<file path="config.mk">
export PLATFORM = sky130hd
export DESIGN_NAME = ics_cell
export DESIGN_NICKNAME = d
export VERILOG_FILES = /design/src/sv/ics_pkg.sv /design/src/sv/ics_cell.sv
export SDC_FILE = /design/constraint.sdc
export NUM_CORES = 1
export LEC_CHECK = 0
export ABC_AREA = 1
export BUFFER_PORTS_ARGS = -buffer_cell sky130_fd_sc_hd__buf_2
export CORE_AREA = 2 2 203 205
export DETAILED_ROUTE_END_ITERATION = 7
export DIE_AREA = 0 0 205 207
export REMOVE_ABC_BUFFERS = 1
export SYNTH_ARGS = -nofsm -noshare
export SYNTH_HDL_FRONTEND = slang
export SYNTH_SLANG_ARGS = --single-unit
</file>
<file path="constraint.sdc">
create_clock -name clock -period 4.5 [get_ports clock]
set_input_delay 0.45 -clock clock [delete_from_list [all_inputs] [get_ports clock]]
set_output_delay 0.45 -clock clock [all_outputs]
set_load 0.01 [all_outputs]
</file>
<file path="src/sv/ics_pkg.sv">
`timescale 1ns / 1ps
package ics_pkg;

   localparam int DW = 64;

   // item modes
   localparam logic [2:0] MODE_ADD     = 3'd0;
   localparam logic [2:0] MODE_REMOVE  = 3'd1;
   localparam logic [2:0] MODE_COVERED = 3'd2;
   localparam logic [2:0] MODE_OVERLAP = 3'd3;
   localparam logic [2:0] MODE_HOLES   = 3'd4;

   // cell operations
   localparam logic [1:0] OP_HOLD = 2'd0;
   localparam logic [1:0] OP_LOAD = 2'd1;
   localparam logic [1:0] OP_PREV = 2'd2;
   localparam logic [1:0] OP_NEXT = 2'd3;

   typedef struct packed {
      logic [1:0]    op;
      logic [DW-1:0] start;
      logic [DW-1:0] len;
   } cell_ctl_type;

   // true when range [s,e) overlaps stored range [rs,re)
   function automatic logic ics_hit(input logic [DW-1:0] s, input logic [DW-1:0] e,
                                    input logic [DW-1:0] rs, input logic [DW-1:0] re);
      ics_hit = (s >= rs && s < re) || (e > rs && e <= re) || (s < rs && e > re);
   endfunction

endpackage

</file>
<file path="src/sv/ics_cell.sv">
`timescale 1ns / 1ps
module ics_cell (
   input  logic                 clock,
   input  ics_pkg::cell_ctl_type ctl,
   input  logic [63:0]          prev_start,
   input  logic [63:0]          prev_len,
   input  logic [63:0]          next_start,
   input  logic [63:0]          next_len,
   output logic [63:0]          start,
   output logic [63:0]          len
);
   import ics_pkg::*;

   logic [DW-1:0] start_ff, start_in;
   logic [DW-1:0] len_ff, len_in;

   // pick the new contents: hold, load, or take a neighbor
   always_comb begin
      start_in = start_ff;
      len_in   = len_ff;
      case (ctl.op)
         OP_LOAD: begin
            start_in = ctl.start;
            len_in   = ctl.len;
         end
         OP_PREV: begin
            start_in = prev_start;
            len_in   = prev_len;
         end
         OP_NEXT: begin
            start_in = next_start;
            len_in   = next_len;
         end
         default: begin
            start_in = start_ff;
            len_in   = len_ff;
         end
      endcase
   end

   always_ff @(posedge clock) begin
      start_ff <= start_in;
      len_ff   <= len_in;
   end

   assign start = start_ff;
   assign len   = len_ff;
endmodule

</file>
==> implementation parameters <==
Parameter                              Value

Outcome
  Result of the run    complete, no violations

Global routing
  Vias in the first global route    6944
  GR Util All Layers    12.0%
  Antenna violations before repair    0
  First-pass GRT wire length    38.8 mm
  Gr ovfl total    0
  Maximum number of pins on one net before global-route repair    129

Yosys
  Flip-flop and latch count after synthesis    128
  Combinational family with the most area after synthesis    simple AND/OR/NAND/NOR gates
  Synthesized-area fraction occupied by adder cells    0%
  Share of synthesized area occupied by flip-flops and latches    57.3%
  Post-synth top area share    57.3%
  Area fraction in and, or, nand and nor cells after synthesis    35.9%
  Synth Cell Area    6710 um2
  Syn Inst Count    714
  Fraction of synthesized area in multiplexers    0%
  Cell type with the largest total area after synthesis    edfxtp_1
  Total of warnings raised by yosys    0
  Mean instance size in the synthesized netlist    9.40 um2
  Compound-cell area share of the yosys netlist    0%
  Synth area leaders    edfxtp_1, nand3_1, nand2_1
  Number of distinct library cells after synthesis    9
  Area share of xor/xnor cells in the synthesized design    0%

STA
  Slew at the pin closest to its max-slew limit    0.985 ns
  Period utilization    42.5%
  Final number of max-transition violations    0
  Final hold violation count    0
  Fin Hold WS    0.307 ns
  Slew margin rel.    34.3%
  RSZ-0062 raised after global routing    no
  Final worst path period need    1.91 ns
  Number of endpoints failing setup at the final stage    0
  Achievable Freq    522 MHz

Finish
  Count of antenna diodes in the layout    0
  Final non-filler cell area    10200 um2
  Final layout net count    1570
  Highest-count cells in the layout ignoring fill and taps    buf_2, nand3_1, nand2_1, edfxtp_1, clkbuf_16
  Layout-stage area growth over the synthesis result    51.9%
  Most frequent standard cell in the layout excluding fill and tap cells    buf_2
  Fraction of layout instances using a drive strength above 1    46.1%

CTS
  CTS tree    yes
  Total clock buffers created by CTS    17
  Cts-stage hold buffer count    0
  # clock sinks    128
  Total of cells resized after clock tree synthesis    0
  Register clock-pin slew on the reported worst setup and hold paths    0.06 ns
  CTS Root Buffer Type    clkbuf_16
  Longest Clk Path Bufs    2
  Total setup buffers inserted after CTS    0
  Htree depth    4

Die
  Std cell rows    74
  Horizontal die dimension    205 um
  Placeable core region    40400 um2
  Height of the die    207 um
  Effective utilization at floorplan    16.6%
  Number of top-level pins    515
  DIE AREA    42400 um2

Hold path
  Worst min-delay path class    input port to flop
  Hold path cells    3

Pwr
  Portion of total power attributed to sequential cells    41.8%
  Clock power share    39.7%
  Internal power    2680 uW
  Total power after layout    3640 uW
  Sw Pwr    965 uW
  Leak    0.00478 uW
  Net switching share of the total power    26.5%
  Portion of total power attributed to combinational logic    18.5%
  VDD IR max    0.212 mV
  Power per cell area    358 nW/um2

Routing
  Vias/cell    4.35
  TritonRoute pass-1 iters    5
  Number of vias after detailed routing    7503
  Routed wire length    26.8 mm
  Antenna viol nets, final    0
  Number of DRC markers after the initial detailed-route iteration    594
  Detailed-route DRC error count    0
  Routed len/inst    15.5 um

Setup path
  Setup CP Type    input port to flop
  Arrival time reported for the critical path endpoint    2.20 ns
  Worst endpoint required time    4.78 ns
  Master of the slowest instance on the critical path    buf_4
  Largest delay share family, worst path    buffers and inverters
  Kind of launch point of the worst setup path    input port
  Cell Chain, Critical Path    buf_6 -> inv_4 -> buf_4 -> nand2_1 -> nand3_1
  Nature of the critical path endpoint    flop
  Max incr delay on CP    0.65 ns
  Highest net fanout along the worst path    65
  Buffers & Inverters on Critical Path    3
  Number of cells on the critical path    5

Placed design
  Area after detailed placement    9590 um2
  PortBufs    514
  Final estimated routing congestion in global placement    0.943
  HPWL after detailed placement    20.0 mm

Job
  Max-cap violations    0
## flip-flops by register name (all words and copies together), names as in the netlist
signal and cells:
start 64, len 64
## power by group through the flow
stage	sequential (uW)	clock [uW]	combinational [uW]
3_5_place_dp	1550	0	681
2_1_floorplan	1630	0	158
6_report	1520	1450	673
3_3_place_gp	1550	0	673
5_1_grt	1540	1540	738
4_1_cts	1530	1500	681
## through the flow
| stage | setup TNS (ns) | cells | worst slack [ns] | util [%] |
|---|---|---|---|---|
| floorplan | -247.57 | 643 | -1.93 | - |
| global placement | 0 | 1696 | 2.13 | 23.8 |
| global route | 0 | 1726 | 2.46 | 25.2 |
| CTS | 0 | 1726 | 2.58 | 25.2 |
| detailed placement | 0 | 1696 | 2.11 | 23.8 |
| finish | 0 | 1726 | 2.59 | 25.2 |
## kinds of logic (layout without fill, tap and decap cells)
logic type | Yosys count | count (layout)
buffers and inverters | 73 | 553
and+or+nand+nor | 513 | 513
DFF | 128 | 128
## per-layer routing
layer / routed length, um / track usage (%)
met1: 10400 / 13.7
met2: 13300 / 21.0
met3: 2450 / 3.57
met4: 627 / 4.32
met5: 0 / 0
## final cells by class
type,instances,area [um2]
clock buffers,17,425
clock inverters,13,171
fillers,4419,30200
inverters,2,12.5
multi-input cells,513,2410
flip-flops and latches,128,3840
well taps,532,666
repair buffers,521,2660
## path summary, 6_finish.rpt
check                start  slack, ns   endpoint
setup / recovery  ctl[129]       2.59    len[21]
hold / removal    ctl[122]       0.31  start[58]
## cells in the mapped netlist (all sizes together)
master / instances
buf: 70
clkbuf: 1
edfxtp: 128
inv: 2
nand2: 129
nand3: 384
No activity file was read; power rests on OpenSTA's default activity.
